==> config.mk <==
export PLATFORM = sky130hd
export DESIGN_NAME = cbb_stream
export DESIGN_NICKNAME = d
export VERILOG_FILES = /design/src/hw/rtl/cbb_pkg.sv /design/src/hw/rtl/cbb_stream.sv
export SDC_FILE = /design/constraint.sdc
export NUM_CORES = 1
export LEC_CHECK = 0
export BUFFER_PORTS_ARGS = -buffer_cell sky130_fd_sc_hd__buf_2
export CAP_MARGIN = 10
export CELL_PAD_IN_SITES_DETAIL_PLACEMENT = 0
export CELL_PAD_IN_SITES_GLOBAL_PLACEMENT = 1
export CORE_ASPECT_RATIO = 1.75
export CORE_MARGIN = 10
export CORE_UTILIZATION = 37
export CTS_CLUSTER_SIZE = 24
export DETAILED_ROUTE_END_ITERATION = 8
export GPL_TIMING_DRIVEN = 0
export PLACE_DENSITY_LB_ADDON = 0.08
export SYNTH_ARGS = -nofsm -noshare
export SYNTH_HDL_FRONTEND = slang
export SYNTH_SLANG_ARGS = --single-unit
==> constraint.sdc <==
create_clock -name clock -period 2.08 [get_ports clock]
set_input_delay 0.208 -clock clock [delete_from_list [all_inputs] [get_ports clock]]
set_output_delay 0.208 -clock clock [all_outputs]
set_load 0.02 [all_outputs]
==> src/hw/rtl/cbb_pkg.sv <==
// ----------------------------------------------------------------------------
// cbb_pkg
// Shared types and constants of the circular byte buffer: opcodes, status
// codes, sequencer states and the control groups passed between modules.
// ----------------------------------------------------------------------------
package cbb_pkg;

   localparam int OP_W   = 3;
   localparam int CNT_W  = 7;
   localparam int BYTE_W = 8;
   localparam int STAT_W = 2;
   localparam int AMT_W  = 13;

   typedef enum logic [OP_W-1:0] {
      OP_WRITE = 3'd0,
      OP_READ  = 3'd1,
      OP_PEEK  = 3'd2,
      OP_SKIP  = 3'd3,
      OP_CLEAR = 3'd4,
      OP_UNDO  = 3'd5
   } cbb_op_type;

   typedef enum logic [STAT_W-1:0] {
      STAT_OK      = 2'd0,
      STAT_SHORT   = 2'd1,
      STAT_ZERO    = 2'd2,
      STAT_REFUSED = 2'd3
   } cbb_status_type;

   typedef enum logic {
      SM_IDLE   = 1'b0,
      SM_STREAM = 1'b1
   } cbb_state_type;

   typedef struct packed {
      logic           valid;
      cbb_status_type status;
      logic [AMT_W-1:0] amount;
   } cbb_single_type;

   typedef struct packed {
      logic             valid;
      logic [CNT_W-1:0] count;
   } cbb_start_type;

endpackage

==> src/hw/rtl/cbb_stream.sv <==
// ----------------------------------------------------------------------------
// cbb_stream
// Read streamer and output register. Issues one RAM read per cycle for a
// read or peek unless the output is stalled, carries the RAM data stage and
// merges single-result transactions into the response register.
// ----------------------------------------------------------------------------
module cbb_stream
   import cbb_pkg::*;
#(
   parameter int DEPTH = 4096,
   localparam int AW = (DEPTH > 1) ? $clog2(DEPTH) : 1
) (
   input  logic                clock,
   input  logic                reset,
   input  cbb_start_type       start,
   input  logic [AW-1:0]       start_addr,
   input  cbb_single_type      single,
   output logic                ram_rd_en,
   output logic [AW-1:0]       ram_rd_addr,
   input  logic [BYTE_W-1:0]   ram_rd_data,
   output logic                busy,
   output logic                out_free,
   output logic                rsp_valid,
   input  logic                rsp_ready,
   output logic [BYTE_W-1:0]   rsp_read_byte,
   output logic                rsp_last,
   output logic [STAT_W-1:0]   rsp_status,
   output logic [AMT_W-1:0]    rsp_amount
);

   logic [CNT_W-1:0]  rem_ff, rem_in;
   logic [AW-1:0]     addr_ff, addr_in;
   logic [CNT_W-1:0]  amt_ff, amt_in;
   logic              s1_vld_ff, s1_vld_in;
   logic              s1_last_ff, s1_last_in;
   logic              rsp_vld_ff, rsp_vld_in;
   logic [BYTE_W-1:0] rsp_byte_ff, rsp_byte_in;
   logic              rsp_last_ff, rsp_last_in;
   cbb_status_type    rsp_stat_ff, rsp_stat_in;
   logic [AMT_W-1:0]  rsp_amt_ff, rsp_amt_in;
   logic              s1_move;
   logic              issue;

   assign out_free    = !rsp_vld_ff || rsp_ready;
   assign s1_move     = s1_vld_ff && out_free;
   assign issue       = (rem_ff != '0) && (!s1_vld_ff || s1_move);
   assign ram_rd_en   = issue;
   assign ram_rd_addr = addr_ff;
   assign busy        = (rem_ff != '0) || s1_vld_ff;

   always_comb begin
      rem_in     = rem_ff;
      addr_in    = addr_ff;
      amt_in     = amt_ff;
      s1_vld_in  = s1_vld_ff;
      s1_last_in = s1_last_ff;
      if (start.valid) begin
         rem_in  = start.count;
         addr_in = start_addr;
         amt_in  = start.count;
      end else if (issue) begin
         rem_in     = rem_ff - CNT_W'(1);
         addr_in    = (addr_ff == AW'(DEPTH - 1)) ? '0 : addr_ff + AW'(1);
         s1_vld_in  = 1'b1;
         s1_last_in = (rem_ff == CNT_W'(1));
      end else if (s1_move) begin
         s1_vld_in = 1'b0;
      end
   end

   always_comb begin
      rsp_vld_in  = rsp_vld_ff;
      rsp_byte_in = rsp_byte_ff;
      rsp_last_in = rsp_last_ff;
      rsp_stat_in = rsp_stat_ff;
      rsp_amt_in  = rsp_amt_ff;
      if (single.valid) begin
         rsp_vld_in  = 1'b1;
         rsp_byte_in = '0;
         rsp_last_in = 1'b1;
         rsp_stat_in = single.status;
         rsp_amt_in  = single.amount;
      end else if (s1_move) begin
         rsp_vld_in  = 1'b1;
         rsp_byte_in = ram_rd_data;
         rsp_last_in = s1_last_ff;
         rsp_stat_in = STAT_OK;
         rsp_amt_in  = AMT_W'(amt_ff);
      end else if (rsp_ready) begin
         rsp_vld_in = 1'b0;
      end
   end

   always_ff @(posedge clock) begin
      if (reset) begin
         rem_ff     <= '0;
         s1_vld_ff  <= 1'b0;
         rsp_vld_ff <= 1'b0;
      end else begin
         rem_ff     <= rem_in;
         s1_vld_ff  <= s1_vld_in;
         rsp_vld_ff <= rsp_vld_in;
      end
      addr_ff     <= addr_in;
      amt_ff      <= amt_in;
      s1_last_ff  <= s1_last_in;
      rsp_byte_ff <= rsp_byte_in;
      rsp_last_ff <= rsp_last_in;
      rsp_stat_ff <= rsp_stat_in;
      rsp_amt_ff  <= rsp_amt_in;
   end

   assign rsp_valid     = rsp_vld_ff;
   assign rsp_read_byte = rsp_byte_ff;
   assign rsp_last      = rsp_last_ff;
   assign rsp_status    = rsp_stat_ff;
   assign rsp_amount    = rsp_amt_ff;

endmodule

==> summary.md, run 1 <==
| Metric | Value |
|---|---|
| Outcome | `complete, no violations` |
| Max-cap violation count | `0` |
| Via-to-Cell Ratio | `4.82` |
| Worst IR Drop VDD | `0.387 mV` |
| Min-delay src | `start[6]` |
| Remaining global-route overflow | `0` |
| I/O Pins | `87` |
| Worst reg2reg path startpoint | `rem_ff[0]$_SDFFE_PP0P_` |
| Wire per inst | `15.6 µm` |
| First-pass GRT wire length | `9440 µm` |
| Remaining antenna violation count | `0` |
| Hold crit path type | `input pin to flip-flop` |
| Reg2reg path depth | `6` |
| Pre-Repair DR Iteration Count | `4` |
| Commonest non-fill, non-tap cell in the layout | `buf_2` |
| Setup TNS | `0 ns` |
| Die area | `10200 µm²` |
| F_max | `503 MHz` |
| Synthesized instance count | `216` |
| Final worst slack | `0.0923 ns` |
| Async SR Flop Fraction | `0` |
| Total CTS buffers | `5` |
| Clock-pin slew on the worst setup and hold paths | `0.09 ns` |
| CP startpoint | `rem_ff[3]$_SDFFE_PP0P_` |
| Vias in the first global route | `1908` |
| Row cnt | `38` |
| Worst-path maximum fanout | `7` |
| Yosys synthesis warning count | `0` |
| Worst R2R Setup Slack | `0.14 ns` |
| Register area share after synthesis | `0.592` |
| Residual DRC | `0` |
| # setup viols final | `0` |
| Grt met1 use | `0.120` |
| Cells after DPL | `381` |
| Slew headroom | `0.548` |
| GRT Util Overall | `0.116` |
| Final Hold Fails | `0` |
| Finished layout cell area | `3030 µm²` |
| Pin count of the biggest net entering global routing | `17` |
| Number of hold buffers added after CTS | `0` |
| Synth Net Count | `267` |
| P per Cell Area | `812 nW/µm²` |
| Post-Place Cell Area | `2910 µm²` |
| First-iteration detailed-routing DRC count | `109` |
| Die W | `80.7 µm` |
| Ant diodes | `0` |
| Initial antenna violation count | `0` |
| Via Count | `1880` |
| Synth Cell Area | `2380 µm²` |
| Initial Util | `0.383` |
| Root Buffer | `clkbuf_8` |
| Layout cells sized above 1 | `0.361` |
| CP Data Arrival Time | `1.78 ns` |
| # fillers | `621` |
| H-tree level count | `2` |
| Met2 Track Usage GR | `0.218` |
| CP Launch Type | `flip-flop` |
| Fin cells | `390` |
| Distinct cell type count after synthesis | `39` |
| Placer congestion estimate | `0.792` |
| Die height | `126 µm` |
| Main synth FF type | `edfxtp_1` |
| Leakage | `1.24 nW` |
| Final WL | `6090 µm` |
| Core Region | `6230 µm²` |
| Met3 usage | `0.0335` |
| Total power | `2.46 mW` |
| Post-Syn Area per Cell | `11.0 µm²` |
| Final Cycle Share | `0.956` |
| Worst EP required | `1.87 ns` |
| Clk_skew | `0.00731 ns` |
| HPWL after DPL | `4820 µm` |
| Tmin final | `1.99 ns` |
| Minimum hold slack | `0.0940 ns` |
| Synthesis-to-layout area growth | `27.0%` |
| Fin util | `0.486` |
| Port Buffers | `84` |
| Final net count | `360` |
| Final count of pins violating max slew | `0` |
| Seq cells post-synth | `53` |
| Clk_lat worst skew | `0.30 ns` |
| Global route hottest layer | `met2` |
| Post-Place Worst Slack | `0.0348 ns` |
| Longest Clk Path Bufs | `2` |
| Worst R2R End | `rem_ff[3]$_SDFFE_PP0P_` |
| Most frequent cells in the layout | `84 x buf_2, 35 x edfxtp_1, 27 x nand2_1, 16 x dfxtp_1` |
| CP Capture Type | `primary output` |
| EDFF count, synth | `35` |
| CTS tree | `built` |
| Critical Path End | `ram_rd_en` |
| RSZ-0062 raised after global routing | `yes` |
| Measured slew at the worst slew-check pin | `0.679 ns` |
| Clk sinks | `53` |
| Setup CP Type | `flip-flop to primary output` |
## layer usage
metal / share of wire / wire (µm) / vias up
li1: - / - / 956
met1: 0.37 / 2280 / 854
met2: 0.54 / 3270 / 65
met3: 0.077 / 468 / 5
met4: 0.011 / 67 / 0
met5: 0 / 0 / -
## worst min-delay path by stage
stage	endpoint	slack [ns]	depth (start not counted)
final	amt_ff[6]$_DFFE_PP_	0.09	1
after detailed placement	amt_ff[6]$_DFFE_PP_	0.40	1
after CTS	amt_ff[6]$_DFFE_PP_	0.09	1
after global routing	amt_ff[6]$_DFFE_PP_	0.08	1
after floorplan	amt_ff[0]$_DFFE_PP_	0.31	0
after global placement	amt_ff[6]$_DFFE_PP_	0.40	1
## sequential cells by signal, indices dropped and copies added, names as in the netlist, 2 cells and up
register / cells
amt_ff: 7
ram_rd_addr: 12
rem_ff: 7
rsp_amount: 13
rsp_read_byte: 8
rsp_status: 2
## kinds of logic (layout without fill, tap and decap cells)
family | after synthesis | count (layout) | synth area share
buf+inv | 20 | 114 | 0.0315
simple gates | 81 | 81 | 0.169
mux | 7 | 7 | 0.0331
compound gates | 38 | 38 | 0.106
fa+ha+maj | 4 | 4 | 0.0210
flops | 53 | 53 | 0.592
xor+xnor | 13 | 13 | 0.0478
## synthesized netlist by cell type, types with 2 or more instances
library cell | count | area, µm²
ha_1 | 4 | 50.1
a311oi_1 | 2 | 17.5
inv_1 | 9 | 33.8
or3_2 | 3 | 22.5
dfxtp_1 | 18 | 360
nand3_1 | 13 | 65.1
clkbuf_1 | 9 | 33.8
o21ai_0 | 13 | 65.1
xor2_1 | 4 | 35.0
nor4_1 | 2 | 12.5
nor2_1 | 12 | 45.0
a21oi_1 | 11 | 55.1
nand4_1 | 3 | 18.8
a211oi_1 | 3 | 22.5
edfxtp_1 | 35 | 1050
nand2_1 | 28 | 105
mux2_2 | 7 | 78.8
and2_1 | 8 | 50.1
xnor2_1 | 9 | 78.8
nor3_1 | 3 | 15.0
nand2b_1 | 2 | 12.5
## layout make-up
type / instances / area, µm² / area share
Inverter: 10 / 37.5 / 0.0124
Buffer: 10 / 37.5 / 0.0124
Clock buffer: 6 / 72.6 / 0.0240
Clock inverter: 2 / 15.0 / 0.00496
Timing Repair Buffer: 86 / 439 / 0.145
Multi-Input combinational cell: 143 / 911 / 0.301
Tap cell: 80 / 100 / 0.0331
Sequential cell: 53 / 1410 / 0.467
## repair_timing
action / 4_1_cts / 5_1_grt
setup endpoints to repair: 1 / 21
resized for setup: 3 / 4
pin swaps: 1 / 1
buffers inserted: 0 / 1
## report_power, final
group / switching, mW / total, mW / internal, mW
Combinational: 0.335 / 0.553 / 0.218
Sequential: 0.0797 / 1.33 / 1.25
Clock: 0.331 / 0.569 / 0.238
Total: 0.746 / 2.46 / 1.71
## critical path, stage by stage (launching register included)
cell,delay [ns]
dfxtp_2,0.34
or4_4,0.59
o21ai_4,0.27
inv_2,0.10
buf_2,0.17
No activity file was read; power rests on OpenSTA's default activity.
==> run 2, diff against run 1 <==
--- a/config.mk
+++ b/config.mk
@@ -7,11 +7,9 @@
 export LEC_CHECK = 0
 export BUFFER_PORTS_ARGS = -buffer_cell sky130_fd_sc_hd__buf_2
 export CAP_MARGIN = 10
-export CELL_PAD_IN_SITES_DETAIL_PLACEMENT = 0
-export CELL_PAD_IN_SITES_GLOBAL_PLACEMENT = 1
 export CORE_ASPECT_RATIO = 1.75
-export CORE_MARGIN = 10
-export CORE_UTILIZATION = 37
+export CORE_MARGIN = 2
+export CORE_UTILIZATION = 49
 export CTS_CLUSTER_SIZE = 24
 export DETAILED_ROUTE_END_ITERATION = 8
 export GPL_TIMING_DRIVEN = 0
==> run 2 against run 1 <==
Net effect:
- clock power barely moved
- sequential cell count did not move
- worst hold slack improved by 0.00077 ns
- sequential power barely moved
- total power barely moved
- register-to-register slack improved by 0.03 ns
- combinational power fell by 1%
- utilization rose by 16 points
- via count rose by 1.1%
- critical endpoint is now busy
- highest routed layer unchanged
==> summary.md, run 2 (same netlist as run 1, synthesis figures left out) <==
| Metric | Value |
|---|---|
| Slew headroom | `0.547` |
| Final WL | `5100 µm` |
| RSZ-0062 raised after global routing | `no` |
| Pre-Repair DR Iteration Count | `4` |
| I/O Pins | `87` |
| CP delay by family, top | `simple AND/OR/NAND/NOR gates` |
| Vias in the first global route | `1809` |
| Die area | `5460 µm²` |
| First-pass GRT wire length | `8180 µm` |
| Remaining global-route overflow | `0` |
| Root Buffer | `clkbuf_8` |
| Ant diodes | `0` |
| Clock-pin slew on the worst setup and hold paths | `0.09 ns` |
| Initial antenna violation count | `0` |
| Max-cap violation count | `0` |
| Setup CP Type | `flip-flop to primary output` |
| Synthesis-to-layout area growth | `25.8%` |
| Hold endpoint | `amt_ff[4]$_DFFE_PP_` |
| First-iteration detailed-routing DRC count | `38` |
| # setup viols final | `0` |
| Layout cells sized above 1 | `0.365` |
| Buffers & Inverters on Critical Path | `1` |
| Finished layout cell area | `3000 µm²` |
| Port Buffers | `84` |
| GRT Util Overall | `0.194` |
| Pin count of the biggest net entering global routing | `17` |
| Final Hold Fails | `0` |
| Seq pwr share | `0.545` |
| Worst EP required | `1.87 ns` |
| Wire per inst | `14.1 µm` |
| Total CTS buffers | `5` |
| Final count of pins violating max slew | `0` |
| CP Launch Type | `flip-flop` |
| Crit-path cells | `or4_4 > or3_2 > buf_6` |
| Reg2reg path depth | `3` |
| Hold crit path type | `input pin to flip-flop` |
| Hold Path Depth | `1` |
| F_max | `489 MHz` |
| Worst R2R Setup Slack | `0.17 ns` |
| Remaining antenna violation count | `0` |
| HPWL after DPL | `3870 µm` |
| Placer congestion estimate | `0.778` |
| Worst IR Drop VDD | `0.748 mV` |
| Via Count | `1901` |
| Net switching power | `0.744 mW` |
| Row cnt | `33` |
| Post-Place Cell Area | `2870 µm²` |
| H-tree level count | `2` |
| CP Capture Type | `primary output` |
| Clock share of power | `0.232` |
| Initial Util | `0.511` |
| Measured slew at the worst slew-check pin | `0.679 ns` |
| Max incr delay on CP | `0.57 ns` |
| Min-delay src | `start[4]` |
| CP Data Arrival Time | `1.84 ns` |
| # fillers | `415` |
| Leakage | `1.26 nW` |
| Total power | `2.46 mW` |
| Clk sinks | `53` |
| Outcome | `complete, no violations` |
| Tmin final | `2.05 ns` |
| P per Cell Area | `820 nW/µm²` |
| Commonest non-fill, non-tap cell in the layout | `buf_2` |
| Final net count | `360` |
| Core Region | `4670 µm²` |
| CTS tree | `built` |
| Worst-path maximum fanout | `3` |
| Worst R2R End | `ram_rd_addr[8]$_DFFE_PP_` |
| Die height | `96.3 µm` |
| Residual DRC | `0` |
| Clk_lat worst skew | `0.30 ns` |
| Sw Share | `0.303` |
| Die W | `56.7 µm` |
| Clk_skew | `0.00433 ns` |
| Slowest CP cell | `or4_4` |
| Via-to-Cell Ratio | `5.25` |
| Setup TNS | `0 ns` |
| Int Power | `1.71 mW` |
| Final Cycle Share | `0.983` |
| Longest Clk Path Bufs | `2` |
| Max FFs per register | `13` |
| Worst reg2reg path startpoint | `rem_ff[3]$_SDFFE_PP0P_` |
| Comb power frac | `0.222` |
| Most frequent cells in the layout | `83 x buf_2, 35 x edfxtp_1, 28 x nand2_1, 15 x dfxtp_1` |
run 2: cell type report:
cell class	instances	area, µm²	share of cell area
sequential	53	1420	0.472
multi-input combinational	143	916	0.305
timing repair buffer	86	442	0.147
clock buffer	6	72.6	0.0242
tap	52	65.1	0.0217
buffer	10	37.5	0.0125
inverter	10	37.5	0.0125
clock inverter	2	13.8	0.00459
run 2: through the flow:
step                 util  std cells  setup WS, ns  hold WS, ns
floorplan               -        216         0.122        0.307
global placement    0.615        352        -0.323        0.403
detailed placement  0.615        352        -0.365        0.405
CTS                 0.637        361       0.00493       0.0911
global route        0.643        362       0.00274       0.0844
finish              0.643        362        0.0346       0.0948
run 2: what timing repair did:
action / in CTS / in global routing
gates resized for setup: 3 / 5
pin swaps: 1 / 1
setup buffers: 1 / 1
setup endpoints to repair: 9 / 9
hold buffers: 0 / 0
run 2: worst max-delay path by stage:
stage,start,end,cells past startpoint
floorplan,ram_rd_addr[0]$_DFFE_PP_,ram_rd_addr[11]$_DFFE_PP_,4
global route,rem_ff[3]$_SDFFE_PP0P_,busy,3
finish,rem_ff[3]$_SDFFE_PP0P_,busy,3
detailed placement,ram_rd_addr[0]$_DFFE_PP_,ram_rd_addr[11]$_DFFE_PP_,4
global placement,ram_rd_addr[0]$_DFFE_PP_,ram_rd_addr[7]$_DFFE_PP_,4
CTS,rem_ff[5]$_SDFFE_PP0P_,busy,3
run 2: routing by layer:
metal / vias to the layer above / GRT usage / part of all wire
li1: 955 / - / -
met1: 869 / 0.219 / 0.39
met2: 71 / 0.365 / 0.54
met3: 6 / 0.0336 / 0.061
met4: 0 / 0.0635 / 0.015
met5: - / 0 / 0
run 2: power by group through the flow:
| stage | Clock, mW | Combinational, mW | Sequential, mW |
|---|---|---|---|
| 2_1_floorplan | 0 | 0.249 | 1.45 |
| 3_3_place_gp | 0 | 0.527 | 1.36 |
| 3_5_place_dp | 0 | 0.533 | 1.36 |
| 4_1_cts | 0.581 | 0.543 | 1.34 |
| 5_1_grt | 0.627 | 0.602 | 1.36 |
| 6_report | 0.571 | 0.547 | 1.34 |
